## config.mk

```make
export PLATFORM = sky130hd
export DESIGN_NAME = serial_mouse_packet_decoder_flat
export DESIGN_NICKNAME = d
export VERILOG_FILES = /design/src/rtl/smpd_pkg.sv /design/src/rtl/smpd_if.sv /design/src/rtl/smpd_assembler.sv /design/src/rtl/smpd_cursor.sv /design/src/rtl/serial_mouse_packet_decoder.sv /design/src/flat_wrapper.sv
export SDC_FILE = /design/constraint.sdc
export NUM_CORES = 1
export LEC_CHECK = 0
export ABC_CLOCK_PERIOD_IN_PS = 7500
export BUFFER_PORTS_ARGS = -buffer_cell sky130_fd_sc_hd__buf_4
export CAP_MARGIN = 20
export CORE_MARGIN = 3
export CORE_UTILIZATION = 40
export CTS_CLUSTER_DIAMETER = 150
export DETAILED_ROUTE_END_ITERATION = 10
export GPL_TIMING_DRIVEN = 0
export MAX_ROUTING_LAYER = met4
export PLACE_DENSITY = 0.61
export SKIP_CTS_REPAIR_TIMING = 1
export SYNTH_ARGS = -nofsm -noshare
export SYNTH_HDL_FRONTEND = slang
export SYNTH_SLANG_ARGS = --single-unit
```

## constraint.sdc

```tcl
create_clock -name clk -period 7.5 [get_ports clk]
set_clock_uncertainty 0.1 [all_clocks]
set_input_delay 1.5 -clock clk [delete_from_list [all_inputs] [get_ports clk]]
set_output_delay 1.5 -clock clk [all_outputs]
set_load 0.01 [all_outputs]
```

## src/rtl/smpd_pkg.sv

```systemverilog
package smpd_pkg;

	localparam int POS_BITS = 12;
	localparam int CFG_W    = 12;
	localparam int DELTA_W  = 8;
	localparam int BYTE_W   = 8;
	localparam int SUM_W    = ((POS_BITS > CFG_W) ? POS_BITS : CFG_W) + 2;

	localparam logic [POS_BITS-1:0] POS_MASK = '1;

	localparam logic [CFG_W-1:0] MAX_X_RESET = CFG_W'(79);
	localparam logic [CFG_W-1:0] MAX_Y_RESET = CFG_W'(24);

	typedef enum logic {
		REG_MAX_X = 1'b0,
		REG_MAX_Y = 1'b1
	} cfg_reg_t;

	typedef struct packed {
		logic                      done;
		logic signed [DELTA_W-1:0] dx;
		logic signed [DELTA_W-1:0] dy;
		logic                      left;
		logic                      right;
	} pkt_t;

	typedef struct packed {
		logic [POS_BITS-1:0]       pos_x;
		logic [POS_BITS-1:0]       pos_y;
		logic signed [DELTA_W-1:0] delta_x;
		logic signed [DELTA_W-1:0] delta_y;
		logic                      left_button;
		logic                      right_button;
	} res_t;

	function automatic logic [POS_BITS-1:0] move_clamp(
		input logic [POS_BITS-1:0]       cur,
		input logic signed [DELTA_W-1:0] d,
		input logic [CFG_W-1:0]          limit
	);
		logic signed [SUM_W-1:0] s;
		logic signed [SUM_W-1:0] lim;
		logic signed [SUM_W-1:0] pmax;
		logic [POS_BITS-1:0]     r;
		s    = signed'(SUM_W'(cur)) + SUM_W'(d);
		lim  = signed'(SUM_W'(limit));
		pmax = signed'(SUM_W'(POS_MASK));
		if (lim > pmax)
			lim = pmax;
		if (s < 0)
			r = '0;
		else if (s > lim)
			r = POS_BITS'(lim);
		else
			r = POS_BITS'(s);
		return r;
	endfunction

endpackage

```

## src/rtl/smpd_if.sv

```systemverilog
interface smpd_in_if import smpd_pkg::*; ();
	logic              valid;
	logic              ready;
	logic [BYTE_W-1:0] rx_byte;

	modport source (output valid, output rx_byte, input ready);
	modport sink   (input valid, input rx_byte, output ready);
endinterface

interface smpd_out_if import smpd_pkg::*; ();
	logic                      valid;
	logic                      ready;
	logic [POS_BITS-1:0]       pos_x;
	logic [POS_BITS-1:0]       pos_y;
	logic signed [DELTA_W-1:0] delta_x;
	logic signed [DELTA_W-1:0] delta_y;
	logic                      left_button;
	logic                      right_button;

	modport source (output valid, output pos_x, output pos_y, output delta_x,
		output delta_y, output left_button, output right_button, input ready);
	modport sink   (input valid, input pos_x, input pos_y, input delta_x,
		input delta_y, input left_button, input right_button, output ready);
endinterface

```

## src/rtl/smpd_assembler.sv

```systemverilog
module smpd_assembler import smpd_pkg::*; (
	input  logic              clk,
	input  logic              arst_n,
	input  logic              step,
	input  logic [BYTE_W-1:0] byte_s1,
	output pkt_t              pkt
);

	typedef enum logic [1:0] {
		PH_SYNC   = 2'd0,
		PH_SECOND = 2'd1,
		PH_THIRD  = 2'd2
	} phase_t;

	phase_t                    phase_q;
	logic   [1:0]              buttons_q;
	logic   [DELTA_W-1:0]      dx_q;
	logic   [DELTA_W-1:0]      dy_q;

	logic                      is_sync;

	assign is_sync = byte_s1[6];

	always_comb begin
		pkt.done  = !is_sync && (phase_q == PH_THIRD);
		pkt.dx    = signed'(dx_q);
		pkt.dy    = signed'({dy_q[7:6], byte_s1[5:0]});
		pkt.left  = buttons_q[1];
		pkt.right = buttons_q[0];
	end

	always_ff @(posedge clk or negedge arst_n) begin
		if (!arst_n) begin
			phase_q   <= PH_SYNC;
			buttons_q <= '0;
			dx_q      <= '0;
			dy_q      <= '0;
		end else if (step) begin
			if (is_sync) begin
				buttons_q <= byte_s1[5:4];
				dx_q      <= {byte_s1[1:0], 6'd0};
				dy_q      <= {byte_s1[3:2], 6'd0};
				phase_q   <= PH_SECOND;
			end else begin
				case (phase_q)
					PH_SECOND: begin
						dx_q    <= {dx_q[7:6], byte_s1[5:0]};
						phase_q <= PH_THIRD;
					end
					PH_THIRD: begin
						dy_q    <= {dy_q[7:6], byte_s1[5:0]};
						phase_q <= PH_SYNC;
					end
					default: phase_q <= PH_SYNC;
				endcase
			end
		end
	end

endmodule

```

## src/rtl/smpd_cursor.sv

```systemverilog
module smpd_cursor import smpd_pkg::*; (
	input  logic             clk,
	input  logic             arst_n,
	input  logic             update,
	input  pkt_t             pkt,
	input  logic [CFG_W-1:0] max_x,
	input  logic [CFG_W-1:0] max_y,
	output res_t             res
);

	logic [POS_BITS-1:0] cur_x_q;
	logic [POS_BITS-1:0] cur_y_q;

	always_comb begin
		res.pos_x        = move_clamp(cur_x_q, pkt.dx, max_x);
		res.pos_y        = move_clamp(cur_y_q, pkt.dy, max_y);
		res.delta_x      = pkt.dx;
		res.delta_y      = pkt.dy;
		res.left_button  = pkt.left;
		res.right_button = pkt.right;
	end

	always_ff @(posedge clk or negedge arst_n) begin
		if (!arst_n) begin
			cur_x_q <= '0;
			cur_y_q <= '0;
		end else if (update) begin
			cur_x_q <= res.pos_x;
			cur_y_q <= res.pos_y;
		end
	end

endmodule

```

## src/rtl/serial_mouse_packet_decoder.sv

```systemverilog
// Decoder for the 3-byte two-button serial mouse protocol. Each received byte is one
// transfer on in_ch; bit 7 is ignored and a byte with bit 6 set starts a packet. The third
// byte of a packet yields one transfer on out_ch with the clamped cursor position
// (0..max_x, 0..max_y), the signed deltas and the buttons; all other bytes yield nothing.
// Input reaches out_ch via the input register, then the result register; a byte can be
// taken every cycle, and only a packet result held in the input register behind an unread
// result stalls in_ch. max_x/max_y (reset values 79/24) are written through cfg_we, cfg_index
// (0 = max_x, 1 = max_y) and cfg_wdata by users only while the block is idle; not enforced.
module serial_mouse_packet_decoder import smpd_pkg::*; (
	input  logic             clk,
	input  logic             arst_n,
	input  logic             cfg_we,
	input  logic             cfg_index,
	input  logic [CFG_W-1:0] cfg_wdata,
	smpd_in_if.sink          in_ch,
	smpd_out_if.source       out_ch
);

	logic              valid_s1;
	logic [BYTE_W-1:0] byte_s1;
	logic [CFG_W-1:0]  max_x_q;
	logic [CFG_W-1:0]  max_y_q;
	logic              res_valid_q;
	res_t              res_q;

	pkt_t              pkt;
	res_t              res_next;
	logic              step;
	logic              done;

	assign done        = valid_s1 && pkt.done;
	assign step        = valid_s1 && (!pkt.done || !res_valid_q || out_ch.ready);
	assign in_ch.ready = !valid_s1 || step;

	always_ff @(posedge clk or negedge arst_n) begin
		if (!arst_n) begin
			max_x_q <= MAX_X_RESET;
			max_y_q <= MAX_Y_RESET;
		end else if (cfg_we) begin
			case (cfg_reg_t'(cfg_index))
				REG_MAX_X: max_x_q <= cfg_wdata;
				REG_MAX_Y: max_y_q <= cfg_wdata;
				default: ;
			endcase
		end
	end

	always_ff @(posedge clk or negedge arst_n) begin
		if (!arst_n)
			valid_s1 <= 1'b0;
		else if (in_ch.ready)
			valid_s1 <= in_ch.valid;
	end

	always_ff @(posedge clk) begin
		if (in_ch.ready && in_ch.valid)
			byte_s1 <= in_ch.rx_byte;
	end

	smpd_assembler u_asm (
		.clk     (clk),
		.arst_n  (arst_n),
		.step    (step),
		.byte_s1 (byte_s1),
		.pkt     (pkt)
	);

	smpd_cursor u_cursor (
		.clk    (clk),
		.arst_n (arst_n),
		.update (step && done),
		.pkt    (pkt),
		.max_x  (max_x_q),
		.max_y  (max_y_q),
		.res    (res_next)
	);

	always_ff @(posedge clk or negedge arst_n) begin
		if (!arst_n)
			res_valid_q <= 1'b0;
		else if (step && done)
			res_valid_q <= 1'b1;
		else if (out_ch.ready)
			res_valid_q <= 1'b0;
	end

	always_ff @(posedge clk) begin
		if (step && done)
			res_q <= res_next;
	end

	assign out_ch.valid        = res_valid_q;
	assign out_ch.pos_x        = res_q.pos_x;
	assign out_ch.pos_y        = res_q.pos_y;
	assign out_ch.delta_x      = res_q.delta_x;
	assign out_ch.delta_y      = res_q.delta_y;
	assign out_ch.left_button  = res_q.left_button;
	assign out_ch.right_button = res_q.right_button;

endmodule

```

## src/flat_wrapper.sv

```systemverilog
// flat-port wrapper written by rule: the top's interface ports become plain ports
module serial_mouse_packet_decoder_flat import smpd_pkg::*;
  (clk, arst_n, cfg_we, cfg_index, cfg_wdata, in_ch_valid, in_ch_rx_byte, in_ch_ready, out_ch_valid, out_ch_pos_x, out_ch_pos_y, out_ch_delta_x, out_ch_delta_y, out_ch_left_button, out_ch_right_button, out_ch_ready);
  smpd_in_if in_ch_i ();
  smpd_out_if out_ch_i ();
  input  logic clk;
  input  logic arst_n;
  input  logic cfg_we;
  input  logic cfg_index;
  input  logic [CFG_W-1:0] cfg_wdata;
  input wire logic [$bits(in_ch_i.valid)-1:0] in_ch_valid;
  input wire logic [$bits(in_ch_i.rx_byte)-1:0] in_ch_rx_byte;
  output wire logic [$bits(in_ch_i.ready)-1:0] in_ch_ready;
  output wire logic [$bits(out_ch_i.valid)-1:0] out_ch_valid;
  output wire logic [$bits(out_ch_i.pos_x)-1:0] out_ch_pos_x;
  output wire logic [$bits(out_ch_i.pos_y)-1:0] out_ch_pos_y;
  output wire logic [$bits(out_ch_i.delta_x)-1:0] out_ch_delta_x;
  output wire logic [$bits(out_ch_i.delta_y)-1:0] out_ch_delta_y;
  output wire logic [$bits(out_ch_i.left_button)-1:0] out_ch_left_button;
  output wire logic [$bits(out_ch_i.right_button)-1:0] out_ch_right_button;
  input wire logic [$bits(out_ch_i.ready)-1:0] out_ch_ready;
  assign in_ch_i.valid = in_ch_valid;
  assign in_ch_i.rx_byte = in_ch_rx_byte;
  assign in_ch_ready = in_ch_i.ready;
  assign out_ch_valid = out_ch_i.valid;
  assign out_ch_pos_x = out_ch_i.pos_x;
  assign out_ch_pos_y = out_ch_i.pos_y;
  assign out_ch_delta_x = out_ch_i.delta_x;
  assign out_ch_delta_y = out_ch_i.delta_y;
  assign out_ch_left_button = out_ch_i.left_button;
  assign out_ch_right_button = out_ch_i.right_button;
  assign out_ch_i.ready = out_ch_ready;
  serial_mouse_packet_decoder u_core (.clk(clk), .arst_n(arst_n), .cfg_we(cfg_we), .cfg_index(cfg_index), .cfg_wdata(cfg_wdata), .in_ch(in_ch_i), .out_ch(out_ch_i));
endmodule
```

==> results of run 1 <==
metrics by stage:
stage	power, uW	hold WS (ns)	utilization (%)	cell area (um2)
2_1_floorplan	1858	0.3194	-	6255
3_3_place_gp	2149	0.3333	46.07	7029
3_5_place_dp	2192	0.3351	46.21	7051
4_1_cts	3023	0.3450	50.14	7651
5_1_grt	3225	0.3595	50.14	7651
6_report	3016	0.3452	50.14	7651
worst max-delay path, cell delays in order (launching register included):
cell,delay (ns)
edfxtp_1,0.45
ha_1,0.21
inv_1,0.06
fa_1,0.41
nand2b_1,0.16
a21boi_1,0.19
o21a_1,0.20
o21ai_0,0.16
a211oi_1,0.36
o211ai_1,0.23
ha_1,0.34
nand4_1,0.13
nor2_1,0.07
a21boi_0,0.14
o41ai_2,0.52
a211oi_1,0.20
buf_2,0.24
o21ai_1,0.24
nand2_1,0.08
where the power goes:
| group | internal (uW) | switching, uW |
|---|---|---|
| logic | 547 | 789 |
| clock network | 534 | 281 |
| registers | 786 | 78.7 |
| total | 1870 | 1150 |
metal layers:
metal,up-vias,track usage [%],wire length [um]
li1,2267,-,-
met1,2378,22.78,6755
met2,120,31.90,7785
met3,22,4.919,586
met4,0,6.110,205
met5,-,-,0
registers in the layout, indices dropped and copies added, names as in the netlist, 12 cells and up:
signal	flops
u_core.max_x_q	12
u_core.max_y_q	12
u_core.out_ch.pos_x	12
u_core.out_ch.pos_y	12
u_core.u_cursor.cur_x_q	12
u_core.u_cursor.cur_y_q	12
worst max-delay path by stage:
| stage | slack, ns | startpoint | end | depth (start not counted) |
|---|---|---|---|---|
| after floorplan | 3.43 | out_ch_ready | u_core.out_ch.delta_x[0] | 5 |
| after global placement | 1.90 | out_ch_ready | u_core.u_cursor.cur_y_q[3] | 7 |
| after detailed placement | 2.75 | u_core.byte_s1[0] | u_core.out_ch.pos_y[8] | 18 |
| after CTS | 2.73 | u_core.byte_s1[0] | u_core.out_ch.pos_y[8] | 18 |
| after global routing | 2.39 | u_core.byte_s1[0] | u_core.out_ch.pos_y[8] | 18 |
| final | 2.76 | u_core.byte_s1[0] | u_core.out_ch.pos_y[7] | 18 |
cells by family after synthesis:
logic type	synth area share (%)
xor gates and xnor gates	2.381
and+or+nand+nor	12.60
buffers and inverters	4.301
adders and majority gates	10.64
muxes	3.781
DFF	49.27
AOI/OAI and AO/OA	17.02
cells in the mapped netlist (all sizes together) (2+ instances only):
library cell | instances | area, um2
a21boi | 2 | 15.02
nand4 | 4 | 25.02
o21ai | 39 | 195.2
o211ai | 5 | 37.54
a2111o | 2 | 22.52
ha | 50 | 625.6
o2bb2ai | 6 | 52.55
and2 | 4 | 25.02
clkbuf | 10 | 37.54
or2 | 3 | 18.78
and3 | 14 | 87.58
o31ai | 2 | 15.01
fa | 2 | 40.04
a221o | 13 | 130.1
a22oi | 6 | 45.04
o21bai | 2 | 15.01
xnor2 | 14 | 122.6
dfstp | 7 | 183.9
buf | 8 | 55.05
and4 | 4 | 35.03
a22o | 11 | 96.34
o21a | 4 | 30.03
nand3 | 16 | 125.1
xor2 | 3 | 26.28
dfrtp | 57 | 1426
nor3 | 6 | 35.03
nor2 | 38 | 142.6
or3 | 2 | 17.52
mux2 | 19 | 214.0
a211oi | 6 | 50.05
edfxtp | 49 | 1471
nand2b | 7 | 43.79
a21o | 9 | 67.56
a31oi | 17 | 127.6
inv | 47 | 176.4
nand2 | 40 | 150.1
a21oi | 19 | 95.09
nor2b | 8 | 50.05
layout make-up:
class | instances | area, um2
Buffer | 18 | 93.84
Clock buffer | 23 | 500.5
Clock inverter | 9 | 100.1
Fill cell | 1371 | 7607
Inverter | 47 | 176.4
Multi-Input combinational cell | 388 | 2904
Sequential cell | 113 | 3082
Tap cell | 211 | 264.0
Timing Repair Buffer | 69 | 530.5
==> results.md, run 1 <==
- Gpl congestion: 0.8778
- Via density: 5.452
- CP Capture Type: flip-flop
- Total Routed Length: about 15 mm
- Num CTS Buffers: 17
- CTS tree: yes
- Slew margin rel.: 43.20%
- CP Launch Type: flip-flop
- Clock Pin Slew Worst Setup and Hold Paths: 0.06 ns
- Post-route ant nets: 0
- Total gr overflow: 0
- Worst vdd ir: between 0.0002 and 0.0003 V
- Pin count of the biggest net entering global routing: 65
- Post-synth EDFFs: 49
- Dpl ws: 2.748 ns
- Hold crit path type: flip-flop to flip-flop
- Final hold vios: 0
- PwrDens: 394.2 nW/um2
- Die Span X: 131.0 um
- Worst Hold End: u_core.out_ch.left_button
- Via count: between 4,000 and 5,000
- Worst Max-Slew Pin Slew: about 0.85 ns
- # rows: 45
- Synth Cell Area: 6255 um2
- Post-route setup TNS: 0 ns
- Top FF cell, synth: dfrtp_1
- Mapped Nets: 644
- Layout cells sized above 1: 22.94%
- Worst EP arrival: approximately 4.8 ns
- Syn. warnings: 0
- Synthesis-stage register bit count: approximately 110
- Setup violations, final: 0
- CP Class: flip-flop to flip-flop
- Final max-slew violation count: 0
- Placed cells: 846
- # Max-Cap Violations: 0
- HPWL after DPL: 11.15 mm
- Fmax: 211.0 MHz
- Commonest non-fill, non-tap cell in the layout: buf_4
- # DRC: 0
- Status: finished clean
- Clk sink count: 113
- Total core area: approximately 15,000 um2
- Worst R2R Setup Slack: 2.76 ns
- I/O pin count: 70
- RSZ-0062 raised after global routing: false
- DR WL/cell: 17.46 um
- Die Area: 17,170 um2
- Sequential area share after synthesis: 49.27%
- Port bufs: 68
- Initial core utilization: 40.99%
- Initial antenna violation count: 0
- Die height: 131.0 um
- Critical Path RT: 7.56 ns
- Tmin final: 4.739 ns
- R2r endpoint: u_core.out_ch.pos_y[7]
- Synthesis-to-finish area growth: 22.32%
- Period utilisation layout: ~63%
- H-tree lvl count: 4
- N_diodes: 0
- Drt initial violations: 269
- First-pass GRT wire length: 24.44 mm
- Worst-path maximum fanout: 10
- Vias in the first global route: 4,845
- CTS max path bufs: 2
- Ys async rst share: ~57%
- LEAKAGE: 0.003413 uW
- Nets: 732
- GRT Total Usage: 19.16%
- CTS root buf: clkbuf_16
- Finished Layout Cells: 878
- Setup ws final: 2.761 ns
- Drt pass-1 iters: 4
- Post-Syn Area per Cell: 11.05 um2
- Worst Hold Launch: u_core.u_asm.buttons_q[1]
- Critical R2R Launch: u_core.byte_s1[0]
- FF-to-FF path depth: 18
- Netlist cell types: 61
- Synthesized instance count: between 500 and 600
- WHS Path Cells: 0
- Skew-Pair Late Insertion Delay: 0.42 ns
- Commonest cells after routing, fill and taps aside: 69 x buf_4, 57 x dfrtp_1, 50 x ha_1
No activity file was read; power rests on OpenSTA's default activity.
==> inputs of run 2 (changes only) <==
--- a/config.mk
+++ b/config.mk
@@ -5,7 +5,7 @@
 export SDC_FILE = /design/constraint.sdc
 export NUM_CORES = 1
 export LEC_CHECK = 0
-export ABC_CLOCK_PERIOD_IN_PS = 7500
+export ABC_CLOCK_PERIOD_IN_PS = 4850
 export BUFFER_PORTS_ARGS = -buffer_cell sky130_fd_sc_hd__buf_4
 export CAP_MARGIN = 20
 export CORE_MARGIN = 3
==> constraint.sdc (replaced) <==
create_clock -name clk -period 4.85 [get_ports clk]
set_clock_uncertainty 0.1 [all_clocks]
set_input_delay 0.97 -clock clk [delete_from_list [all_inputs] [get_ports clk]]
set_output_delay 0.97 -clock clk [all_outputs]
set_load 0.01 [all_outputs]
==> results.md, run 2 (synthesis results as in run 1) <==
- # rows: 45 (unchanged)
- Total gr overflow: 0 (unchanged)
- Worst R2R Setup Slack: 0.30 ns (-2.46 ns)
- Die height: 131.0 um (unchanged)
- Layout cells sized above 1: 23.24% (+0.30 points)
- Port bufs: 68 (unchanged)
- CTS root buf: clkbuf_16
- Worst path max stage delay: 0.44 ns (-0.08 ns)
- Synthesis-to-finish area growth: 22.70%
- R2r endpoint: u_core.out_ch.pos_y[6]
- Nets: 732 (unchanged)
- Status: finished clean
- CTS max path bufs: 2 (unchanged)
- Worst EP arrival: 4.61 ns (-0.19 ns)
- H-tree lvl count: 4 (unchanged)
- Die Area: 17,170 um2 (unchanged)
- CP Class: flip-flop to flip-flop
- Initial core utilization: 40.99% (unchanged)
- Final Core Density: 50.30% (+0.16 points)
- RSZ-0062 raised after global routing: false
- Gpl congestion: 0.8778 (unchanged)
- Total Routed Length: 15.41 mm (+0.53%)
- Final hold vios: 0 (unchanged)
- Die Span X: 131.0 um (unchanged)
- # Max-Cap Violations: 0 (unchanged)
- Worst Hold End: u_core.out_ch.left_button
- Initial antenna violation count: 0 (unchanged)
- Multi-input logic area: 2925 um2 (+0.73%)
- Total core area: 15,260 um2 (unchanged)
- HPWL after DPL: 11.15 mm (unchanged)
- Critical R2R Launch: u_core.byte_s1[0]
- Commonest non-fill, non-tap cell in the layout: buf_4
- Final max-slew violation count: 0 (unchanged)
- CP max-delay cell: edfxtp_1
- N_diodes: 0 (unchanged)
- Clock Pin Slew Worst Setup and Hold Paths: 0.06 ns (about the same)
- Cells along the critical path: ha_1, inv_1, fa_1, nand2b_1, a21boi_1, o21a_1, o21ai_0, a2111o_1, o211ai_1, ha_1, nand4_1, nor2_1, a21boi_1, o41ai_4, a211oi_2, buf_2, o21ai_1, nand2_1
- Register area: 3082 um2 (unchanged)
- CP Capture Type: flip-flop
- GRT Total Usage: 19.16% (unchanged)
- Worst-path maximum fanout: 10 (unchanged)
- Via count: 4,756 (-0.65%)
- Critical Path RT: 4.92 ns (-2.64 ns)
- WHS: 0.3439 ns (-0.001378 ns)
- I/O pin count: 70 (unchanged)
- LEAKAGE: 0.003418 uW (+0.13%)
- Hold crit path type: flip-flop to flip-flop
- FF-to-FF path depth: 18 (unchanged)
- First-pass GRT wire length: 24.44 mm (unchanged)
- Skew-Pair Late Insertion Delay: 0.42 ns (about the same)
- CP Launch Type: flip-flop
- Fill count: 1,375 (+0.29%)
- PwrDens: 613.1 nW/um2 (+56%)
- Via density: 5.417 (-0.65%)
- DR WL/cell: 17.56 um (+0.53%)
- # DRC: 0 (unchanged)
- WHS Path Cells: 0 (unchanged)
- Drt pass-1 iters: 4 (unchanged)
- Period utilisation layout: 93.76% (+31 points)
- Setup violations, final: 0 (unchanged)
- Num CTS Buffers: 17 (unchanged)
- Clk sink count: 113 (unchanged)
- Fmax: 219.9 MHz (+4.2%)
- Tmin final: 4.547 ns (-0.1922 ns)
- Drt initial violations: 246 (-8.6%)
- Worst vdd ir: 0.0003916 V (+38%)
- Worst Max-Slew Pin Slew: 0.8584 ns (+0.006366 ns)
- Worst Hold Launch: u_core.u_asm.buttons_q[1]
- Post-route ant nets: 0 (unchanged)
- Vias in the first global route: 4,845 (unchanged)
- Commonest cells after routing, fill and taps aside: 69 x buf_4, 57 x dfrtp_1, 50 x ha_1
- Pin count of the biggest net entering global routing: 65 (unchanged)
- Slew margin rel.: 42.77% (-0.42 points)
- CTS tree: yes
[run 2: changes by cell type in the layout (fill, tap and decap cells not counted), sizes merged]
| cell | previous run | this run |
|---|---|---|
| buf | 77 | 76 |
| clkbuf | 33 | 34 |
[run 2: per-layer routing]
metal	global-route usage [%]	share of wire (%)	wire [um]	vias to the layer above
li1	-	-	-	2266
met1	22.78	44	6778	2362
met2	31.90	51	7848	110
met3	4.919	3.9	596	18
met4	6.110	1.2	191	0
met5	-	0	0	-
[run 2: how the worst max path moves through the flow]
stage,start,end,cells after the start
6_report,u_core.byte_s1[0],u_core.out_ch.pos_y[6],18
5_1_grt,u_core.byte_s1[0],u_core.out_ch.pos_y[8],17
4_1_cts,u_core.byte_s1[0],u_core.out_ch.pos_y[8],18
3_5_place_dp,u_core.byte_s1[0],u_core.out_ch.pos_y[8],18
3_3_place_gp,out_ch_ready,u_core.u_cursor.cur_y_q[3],7
2_1_floorplan,u_core.byte_s1[0],u_core.out_ch.pos_y[10],17
[run 2: layout make-up]
| type | instances | share of cell area, % |
|---|---|---|
| Clock inverter | 9 | 1.304 |
| Sequential cell | 113 | 40.15 |
| Tap cell | 211 | 3.440 |
| Inverter | 47 | 2.299 |
| Timing Repair Buffer | 69 | 6.912 |
| Clock buffer | 23 | 6.521 |
| Buffer | 18 | 1.255 |
| Multi-Input combinational cell | 388 | 38.12 |
[run 2: through the flow]
step	total power, uW	area, um2	TNS (ns)	instances	setup slack, ns
detailed placement	3390	7051	0	846	0.09805
CTS	4675	7651	0	878	0.07521
global placement	3323	7029	-8.870	845	-0.2230
floorplan	2873	6255	0	566	0.9003
finish	4705	7675	0	878	0.3028
global route	5029	7675	0	878	0.001176
[run 2: critical path, delay by kind of cell, from the launching register on]
| kind | cells | cell delay [ns] |
|---|---|---|
| AO/OA/AOI/OAI | 9 | 2.09 |
| adder cells (fa/ha/maj) | 3 | 0.93 |
| buffers and inverters | 2 | 0.29 |
| flip-flops | 1 | 0.44 |
| AND/OR/NAND/NOR | 4 | 0.43 |
[run 2: power breakdown]
group | switching [uW] | internal [uW] | total [uW]
clock | 436 | 826 | 1260
sequential | 123 | 1220 | 1340
combinational | 1230 | 870 | 2100
total | 1790 | 2910 | 4710
